## src/rtl/mrirls_pkg.sv

```systemverilog
`timescale 1ns / 1ps
// ----------------------------------------------------------------------------
// mrirls_pkg
// Types, constants and saturating helpers of the resistance/inductance
// estimator.
// ----------------------------------------------------------------------------
package mrirls_pkg;

  localparam int STATE_W = 48;

  localparam logic [1:0] CFG_SAMPLE_RATE = 2'd0;
  localparam logic [1:0] CFG_FORGETTING  = 2'd1;
  localparam logic [1:0] CFG_INIT_COV    = 2'd2;
  localparam logic [1:0] CFG_INIT_IND    = 2'd3;

  typedef enum logic [1:0] {ALU_IDLE, ALU_MUL, ALU_DIV, ALU_FIN} alu_state_t;
  typedef enum logic [1:0] {ST_IDLE, ST_ISSUE, ST_WAIT, ST_OUT} seq_state_t;

  typedef enum logic [4:0] {
    STEP_PHI1, STEP_T, STEP_Y, STEP_PRED0, STEP_ERR,
    STEP_PP00, STEP_PP0, STEP_PP10, STEP_PP1,
    STEP_Q00, STEP_Q0, STEP_Q10, STEP_Q1,
    STEP_S0, STEP_DEN, STEP_K0, STEP_TH0, STEP_K1, STEP_TH1,
    STEP_M00, STEP_P00, STEP_M01, STEP_P01,
    STEP_M10, STEP_P10, STEP_M11, STEP_P11
  } step_t;

  typedef struct packed {
    logic               start;
    logic               is_div;
    logic               sat_state;
    logic [5:0]         shift;
    logic signed [63:0] a;
    logic signed [63:0] b;
  } alu_req_t;

  typedef struct packed {
    logic               done;
    logic signed [63:0] value;
  } alu_rsp_t;

  function automatic logic signed [63:0] sat_add(input logic signed [63:0] a,
                                                 input logic signed [63:0] b);
    logic signed [64:0] s;
    s = {a[63], a} + {b[63], b};
    if (s[64] != s[63]) return s[64] ? {1'b1, 63'd0} : {1'b0, {63{1'b1}}};
    return s[63:0];
  endfunction

  function automatic logic signed [63:0] sat_sub(input logic signed [63:0] a,
                                                 input logic signed [63:0] b);
    logic signed [64:0] s;
    s = {a[63], a} - {b[63], b};
    if (s[64] != s[63]) return s[64] ? {1'b1, 63'd0} : {1'b0, {63{1'b1}}};
    return s[63:0];
  endfunction

  function automatic logic signed [STATE_W-1:0] clamp_state(input logic signed [63:0] v);
    logic signed [63:0] hi;
    logic signed [63:0] lo;
    hi = (64'sd1 <<< (STATE_W - 1)) - 64'sd1;
    lo = -hi - 64'sd1;
    if (v > hi) return hi[STATE_W-1:0];
    if (v < lo) return lo[STATE_W-1:0];
    return v[STATE_W-1:0];
  endfunction

  function automatic logic signed [31:0] clamp32(input logic signed [63:0] v);
    if (v > 64'sd2147483647) return 32'sh7FFFFFFF;
    if (v < -64'sd2147483648) return 32'sh80000000;
    return v[31:0];
  endfunction

  function automatic logic signed [63:0] ext_state(input logic signed [STATE_W-1:0] v);
    return {{(64-STATE_W){v[STATE_W-1]}}, v};
  endfunction

endpackage

```

## src/rtl/mrirls_alu.sv

```systemverilog
`timescale 1ns / 1ps
// ----------------------------------------------------------------------------
// mrirls_alu
// Shared sign-magnitude multiply-shift and shift-divide unit with saturation.
// ----------------------------------------------------------------------------
module mrirls_alu (
  input  logic               clk,
  input  logic               rst,
  input  mrirls_pkg::alu_req_t req,
  output mrirls_pkg::alu_rsp_t rsp
);

  mrirls_pkg::alu_state_t state, state_next;
  logic [6:0]   cnt;
  logic         neg, is_div, sat_state;
  logic [5:0]   shift;
  logic [63:0]  ua, ub, rem;
  logic [127:0] num;

  logic [63:0]  ma, mb;
  logic [31:0]  pa, pb;
  logic [63:0]  pp;
  logic [127:0] addend;
  logic [64:0]  rem_sh;
  logic         ge;
  logic [127:0] q;
  logic [63:0]  lim, mag;

  assign ma = req.a[63] ? 64'd0 - req.a : req.a;
  assign mb = req.b[63] ? 64'd0 - req.b : req.b;

  always_comb begin
    pa = cnt[0] ? ua[63:32] : ua[31:0];
    pb = cnt[1] ? ub[63:32] : ub[31:0];
    pp = pa * pb;
    case (cnt[1:0])
      2'd0:    addend = {64'd0, pp};
      2'd3:    addend = {pp, 64'd0};
      default: addend = {32'd0, pp, 32'd0};
    endcase
    rem_sh = {rem, num[127]};
    ge = rem_sh[64] || (rem_sh[63:0] >= ub);
    q = is_div ? num : (num >> shift);
    lim = (64'd1 << (sat_state ? 6'(mrirls_pkg::STATE_W - 1) : 6'd63)) - 64'd1
          + {63'd0, neg};
    mag = (q[127:64] != 64'd0 || q[63:0] > lim) ? lim : q[63:0];
  end

  always_comb begin
    state_next = state;
    case (state)
      mrirls_pkg::ALU_IDLE: if (req.start) begin
        state_next = req.is_div ? mrirls_pkg::ALU_DIV : mrirls_pkg::ALU_MUL;
      end
      mrirls_pkg::ALU_MUL: if (cnt == 7'd3) state_next = mrirls_pkg::ALU_FIN;
      mrirls_pkg::ALU_DIV: if (cnt == 7'd127) state_next = mrirls_pkg::ALU_FIN;
      mrirls_pkg::ALU_FIN: state_next = mrirls_pkg::ALU_IDLE;
      default: state_next = mrirls_pkg::ALU_IDLE;
    endcase
  end

  always_ff @(posedge clk) begin
    if (rst) begin
      state    <= mrirls_pkg::ALU_IDLE;
      rsp.done <= 1'b0;
    end else begin
      state    <= state_next;
      rsp.done <= (state == mrirls_pkg::ALU_FIN);
      if (state == mrirls_pkg::ALU_FIN) rsp.value <= neg ? 64'd0 - mag : mag;
    end
  end

  always_ff @(posedge clk) begin
    case (state)
      mrirls_pkg::ALU_IDLE: begin
        cnt       <= 7'd0;
        neg       <= req.a[63] ^ req.b[63];
        is_div    <= req.is_div;
        sat_state <= req.sat_state;
        shift     <= req.shift;
        ua        <= ma;
        ub        <= mb;
        rem       <= 64'd0;
        num       <= req.is_div ? ({64'd0, ma} << req.shift) : 128'd0;
      end
      mrirls_pkg::ALU_MUL: begin
        cnt <= cnt + 7'd1;
        num <= num + addend;
      end
      mrirls_pkg::ALU_DIV: begin
        cnt <= cnt + 7'd1;
        rem <= ge ? rem_sh[63:0] - ub : rem_sh[63:0];
        num <= {num[126:0], ge};
      end
      default: ;
    endcase
  end

endmodule

```

## config.mk

```make
export PLATFORM = sky130hd
export DESIGN_NAME = mrirls_alu
export DESIGN_NICKNAME = d
export VERILOG_FILES = /design/src/rtl/mrirls_pkg.sv /design/src/rtl/mrirls_alu.sv
export SDC_FILE = /design/constraint.sdc
export NUM_CORES = 2
export LEC_CHECK = 0
export ABC_AREA = 1
export BUFFER_PORTS_ARGS = -buffer_cell sky130_fd_sc_hd__buf_2
export CAP_MARGIN = 10
export CORE_AREA = 2 2 434 436
export DETAILED_ROUTE_END_ITERATION = 8
export DIE_AREA = 0 0 436 438
export PLACE_DENSITY = 0.73
export SLEW_MARGIN = 20
export SYNTH_ARGS = -nofsm -noshare
export SYNTH_HDL_FRONTEND = slang
export SYNTH_SLANG_ARGS = --single-unit
```

## constraint.sdc

```tcl
create_clock -name clk -period 10.6 [get_ports clk]
set_input_delay 2.12 -clock clk [delete_from_list [all_inputs] [get_ports clk]]
set_output_delay 2.12 -clock clk [all_outputs]
set_load 0.05 [all_outputs]
```

== Word level (Yosys, flattened, before mapping) ==
Cells that the tools add are included.

* Add/sub/neg operators: 8
* $mul: 1
* Order comparisons: 2
* Eq/ne operators: 9
* Shift-type cells: 3
* Mux-type cells: 19
* Bitwise gates (word level): 2
* Reductions and logical operators: 11

{| class="wikitable"
|+ Operators with widths
! kind !! count
|-
| $pmux W128 S3 || 1
|-
| $mux W128 || 2
|-
| $mux W64 || 4
|-
| $pmux W128 S2 || 1
|-
| $sub A1 B64 Y64 const A || 3
|-
| $add A128 B128 Y128 || 1
|-
| $pmux W64 S2 || 1
|-
| $shl A64 B6 Y128 || 1
|-
| $shr A128 B6 Y128 || 1
|-
| $add A64 B1 Y64 || 1
|-
| $ge A64 B64 Y1 || 1
|-
| $gt A64 B64 Y1 || 1
|-
| $mul A32 B32 Y64 || 1
|-
| $mux W32 || 2
|-
| $reduce_bool A64 Y1 || 1
|-
| $shl A1 B6 Y64 const A || 1
|-
| $sub A64 B1 Y64 const B || 1
|-
| $sub A64 B64 Y64 || 1
|-
| $mux W63 || 1
|-
| $pmux W7 S2 || 1
|-
| $mux W2 || 4
|-
| $pmux W2 S4 || 1
|-
| $add A7 B1 Y7 const B || 1
|-
| $eq A7 B2 Y1 const B || 1
|-
| 14 further kinds || 21
|}

* Register bits: 403
* Input port bits: 139
* Output and inout port bits: 65
* Logic and storage cells: 68

== Depth between registers and ports, before layout ==
* Word-level depth: 9
* Depth in mapped cells: 66
* Gate-level depth less buffers: 63

== Least setup slack after synthesis ==
OpenSTA, ideal clock, no wires.

* Kind: reg2reg
* Start: register cnt[1]
* End: register num[95] (data pin)
* Setup time: 0.254 ns
* Arrival: 9.973 ns
* Required time: 10.346 ns
* Setup slack: 0.373 ns
* Stages on the path, launching flop included: 52
* Path buffers: 3
* Clock period less this slack: 10.227 ns
* Path through: edfxtp_1 clkbuf_1 clkbuf_1 o21ai_0 clkbuf_1 nor2_1 fa_1 inv_1 fa_1 fa_1 fa_1 inv_1 fa_1 inv_1 fa_1 inv_1 fa_1 fa_1 (+16 left out) nand2_1 nor2_1 inv_1 nor2_1 inv_1 nor3_1 inv_1 nor4_1 a21oi_1 o21ai_0 nand2_1 nand2_1 nand2_1 nand2_1 a21oi_1 o21ai_0 a21oi_1 a21o_1

* Cells in the longest elaborated chain, start to end: 5
* Elaborated cells on any way between the ends: 7
* Classes of those cells: 1 x add/sub; 1 x mul; 1 x eq/ne; 3 x mux; 1 x reduce/logical

{| class="wikitable"
|+ RTL lines
! element !! RTL line !! RTL
|-
| start: declaration || mrirls_alu.sv:14 || <nowiki>logic [6:0] cnt;</nowiki>
|-
| start signal: assignment || mrirls_alu.sv:87 || <nowiki>cnt <= cnt + 7'd1;</nowiki>
|-
| start signal: assignment || mrirls_alu.sv:91 || <nowiki>cnt <= cnt + 7'd1;</nowiki>
|-
| $mux W32 || mrirls_alu.sv:34 || <nowiki>pb = cnt[1] ? ub[63:32] : ub[31:0];</nowiki>
|-
| $mul A32 B32 Y64 || mrirls_alu.sv:35 || <nowiki>pp = pa * pb;</nowiki>
|-
| $pmux W128 S2 (*) || mrirls_alu.sv:36 || <nowiki>case (cnt[1:0])</nowiki>
|-
| $add A128 B128 Y128 (*) || mrirls_alu.sv:88 || <nowiki>num <= num + addend;</nowiki>
|-
| $pmux W128 S3 (*) || mrirls_alu.sv:74 || <nowiki>case (state)</nowiki>
|-
| end signal: assignment || mrirls_alu.sv:84 || <nowiki>num <= req.is_div ? ({64'd0, ma} << req.shift) : 128'd0;</nowiki>
|-
| end signal: assignment || mrirls_alu.sv:88 ||
|-
| end signal: assignment || mrirls_alu.sv:93 || <nowiki>num <= {num[126:0], ge};</nowiki>
|-
| end: declaration || mrirls_alu.sv:18 || <nowiki>logic [127:0] num;</nowiki>
|}

Mark *: on every way between the ends. The rest lies on a longest branch, timed or not.
A chain may end at the register's enable or synchronous reset.

== Worst setup path after layout ==
* Start: register cnt[0]
* End: register num[67] (data pin)

* Cells in the longest elaborated chain, start to end: 5
* Elaborated cells on any way between the ends: 7
* Classes of those cells: 1 x add/sub; 1 x mul; 1 x eq/ne; 3 x mux; 1 x reduce/logical

{| class="wikitable"
|+ RTL lines
! element !! RTL line !! RTL
|-
| $mux W32 || mrirls_alu.sv:33 || <nowiki>pa = cnt[0] ? ua[63:32] : ua[31:0];</nowiki>
|-
| $mul A32 B32 Y64 || mrirls_alu.sv:35 ||
|-
| $pmux W128 S2 (*) || mrirls_alu.sv:36 ||
|-
| $add A128 B128 Y128 (*) || mrirls_alu.sv:88 ||
|-
| $pmux W128 S3 (*) || mrirls_alu.sv:74 ||
|}

Marks and branches as above.

==> impl_metrics.csv <==
group,metric,value,unit
floorplan,boundaryPins,204,
detailed_routing,dr.pass1.iters,8,
critical_path,critical_path_peak_fanout,11,
sta,tightest_slew,1360,ps
clock_network,worstSkewPairLatency,710,ps
logic_synthesis,synth-adder-area-share,29.6,%
logic_synthesis,yosys.area.top_type_share,21.5,%
finish,final_layout_size_suffix_gt1_share,17.9,%
logic_synthesis,largest_family_of_logic_cells_by_synthesized_area,"adder cells",
detailed_routing,wl_cell,23.8,um
floorplan,num_rows,159,
logic_synthesis,synthTopCellsByArea,"fa_1 22%, edfxtp_1 14%, nand2_1 12%",
finish,layout.cell_area.non_filler,0.102,mm2
sta,final_hold_viol_count,0,
critical_path,worst_setup_end_kind,"register",
finish,flow.area_growth_from_synthesis,22.5,%
floorplan,dieWidth,436,um
clock_network,clkTransAtPathRegs,70,ps
sta,timing.max_slew.rel_slack,9.24,%
sta,fin_worst_hold_slack,625,ps
status,status,"complete, but fails checks",
run,drv_cap,0,
critical_path,critical_path_cell_count,52,
critical_path,worst_ep_arrival_time,11210,ps
logic_synthesis,ys_seq_area_share,14.5,%
sta,finalSetupViolations,44,
logic_synthesis,synthXorXnorAreaFrac,2.94,%
sta,grt_setup_unrepaired,"yes",
logic_synthesis,yosys.cell_count.top_type,"nand2_1",
clock_network,numCtsBuffers,50,
sta,period_share,102,%
critical_path,worst_r2r_path_depth,52,
critical_path,critPathMaxStageDelay,600,ps
logic_synthesis,cell_type_with_the_largest_total_area_after_synthesis,"fa_1",
placement,dpl.cell_count,15700,
grt,grt_pass1_vias,87700,
critical_path,timing.critical_path.from,"cnt[0]",
floorplan,fp.coreArea,0.187,mm2
sta,setup_slack,-189,ps
sta,finClkSkew,62.7,ps
logic_synthesis,synth.top_cells.by_count,"2,603 x nand2_1, 1,845 x inv_1, 1,468 x nor2_1, 1,123 x nand3_1, 898 x fa_1",
floorplan,floorplan.initialDensity,44.8,%
sta,clock.fmax,0.0927,GHz
placement,dpl_worst_slack,-713,ps
critical_path,worstReg2RegStart,"cnt[0]",
logic_synthesis,post_synth_mux_area_share,0.673,%
critical_path,critPathSlowestCell,"fa_1",
placement,gp_routability_congestion,1.10,
critical_path,reg2reg_to,"num[67]",
detailed_routing,ant_nets,0,
floorplan,die-area,0.191,mm2
grt,maximum_number_of_pins_on_one_net_before_global_route_repair,125,
logic_synthesis,avgSynthCellArea,6.85,um2
clock_network,max-clock-path-buffers,3,
detailed_routing,final_routed_wirelength,380,mm
grt,antenna_violations_before_repair,17,
grt,wire_length_of_the_first_global_routing_pass,553,mm
finish,finalNonFillerCells,16000,
critical_path,critical_path_buf_inv_count,20,
status,violated_checks,"negative setup slack",
critical_path,critical_path_class,"register to register",
finish,nNetsFinal,15000,
logic_synthesis,synth.ff_latch_count,403,
min_path,hp-class,"register to register",
detailed_routing,via_per_inst,5.78,
critical_path,endpoint,"num[67]",
clock_network,maximum_level_of_the_cts_h_tree,2,
placement,numPortBuffers,203,
sta,number_of_pins_with_negative_max_slew_slack_in_the_final_report,0,
logic_synthesis,synth_simple_gate_area_share,27.7,%
sta,finalCriticalPeriod,10790,ps
critical_path,worstPathRequired,11020,ps
logic_synthesis,syn-cell-area,0.0835,mm2
placement,hpwl_reported_at_the_end_of_detailed_placement,315,mm
logic_synthesis,synthesis.yosys.warnings,0,
clock_network,cts.sinks,403,
logic_synthesis,syn-num-nets,13800,
detailed_routing,num_vias,92400,
clock_network,hold_buffers,0,
grt,grt_overflow_total,0,
detailed_routing,detail_route.drc_violations,0,
critical_path,type_of_element_launching_the_critical_path,"register",
floorplan,chipHeight,438,um
detailed_routing,initialDrtViolationCount,12000,
critical_path,critPathTopFamily,"adder cells",
grt,track_usage,38.7,%
logic_synthesis,synth_compound_area_share,13.5,%
logic_synthesis,synth_edf_count,400,
logic_synthesis,post_synth_num_cell_types,62,
critical_path,worst-r2r-setup-slack,-190,ps
logic_synthesis,postSynth.asyncResetShare,0,%
clock_network,cts_tree,"built",
clock_network,root_buffer,"clkbuf_16",
placement,placement.cell_area,0.0971,mm2
logic_synthesis,postSynthCellCount,12200,
logic_synthesis,yosys_most_used_dff,"edfxtp_1",
-- layer usage --
| layer | wire length [um] | vias to the layer above | GRT usage [%] |
|---|---|---|---|
| li1 | - | 42000 | - |
| met1 | 143000 | 43500 | 50.2 |
| met2 | 157000 | 5790 | 56.6 |
| met3 | 48900 | 1180 | 10.4 |
| met4 | 30800 | 10 | 25.1 |
| met5 | 73 | - | 0 |
-- cells in the final DEF (no fill, tap or decap), types with 135 or more instances in the layout --
| master | instances |
|---|---|
| nand2_1 | 2552 |
| inv_1 | 1813 |
| buf_4 | 1386 |
| nor2_1 | 1380 |
| nand3_1 | 1105 |
| fa_1 | 874 |
| o21ai_0 | 622 |
| a21oi_1 | 603 |
| ha_1 | 505 |
| edfxtp_1 | 400 |
| buf_2 | 203 |
| xor2_1 | 139 |
| o21ai_1 | 135 |
-- how the worst min path moves through the flow --
stage / start / to / slack, ps / cells after the start
floorplan: state[1] / state[1] / 520 / 2
global placement: cnt[3] / cnt[3] / 600 / 2
detailed placement: cnt[3] / cnt[3] / 610 / 2
CTS: cnt[3] / cnt[3] / 630 / 2
global route: cnt[3] / cnt[3] / 650 / 2
finish: cnt[3] / cnt[3] / 620 / 2
-- timing repair --
item | in CTS | in global routing
pin swaps | 43 | 151
setup endpoints to repair | 76 | 87
setup buffers | 61 | 76
resized for setup | 241 | 384
gates cloned | 3 | 3
-- logic make-up (layout without fill, tap and decap cells) --
kind of cell	count (synthesis)	after routing
AO/OA/AOI/OAI	2035	2035
other	0	15
AND/OR/NAND/NOR	5554	5554
buffers and inverters	2429	3712
adder cells (fa/ha/maj)	1434	1434
multiplexers	56	56
flip-flops	403	403
XOR/XNOR	280	280
-- area by class of cell --
cell class              count  area, um2
clock inverters            38        408
flip-flops and latches    403      12100
repair buffers           1727      13900
repair inverters            2       15.0
well taps                2495       3120
clock buffers              54       1290
diodes                     15       37.5
fillers                 18100      84300
multi-input cells        9359      64300
inverters                1891       7160
-- sequential cells by signal, indices dropped and copies added (netlist names) --
name,cells
rsp,65
cnt,7
ub,64
neg,1
is_div,1
ua,64
rem,64
sat_state,1
state,2
shift,6
num,128
-- stage by stage --
step / setup TNS, ps / utilization, %
floorplan: 0 / -
global placement: -22710 / 52.0
detailed placement: -26050 / 52.0
CTS: -81.2 / 53.7
global route: -28530 / 54.8
finish: -3130 / 54.8
-- worst min-delay path: stages (launching register included) --
cell,delay [ps]
edfxtp_1,320
inv_1,70
a21oi_1,120
Power is left out: the tool's default activity adds up to more than one toggle a clock period on the data nets, which glitch-free logic cannot reach.
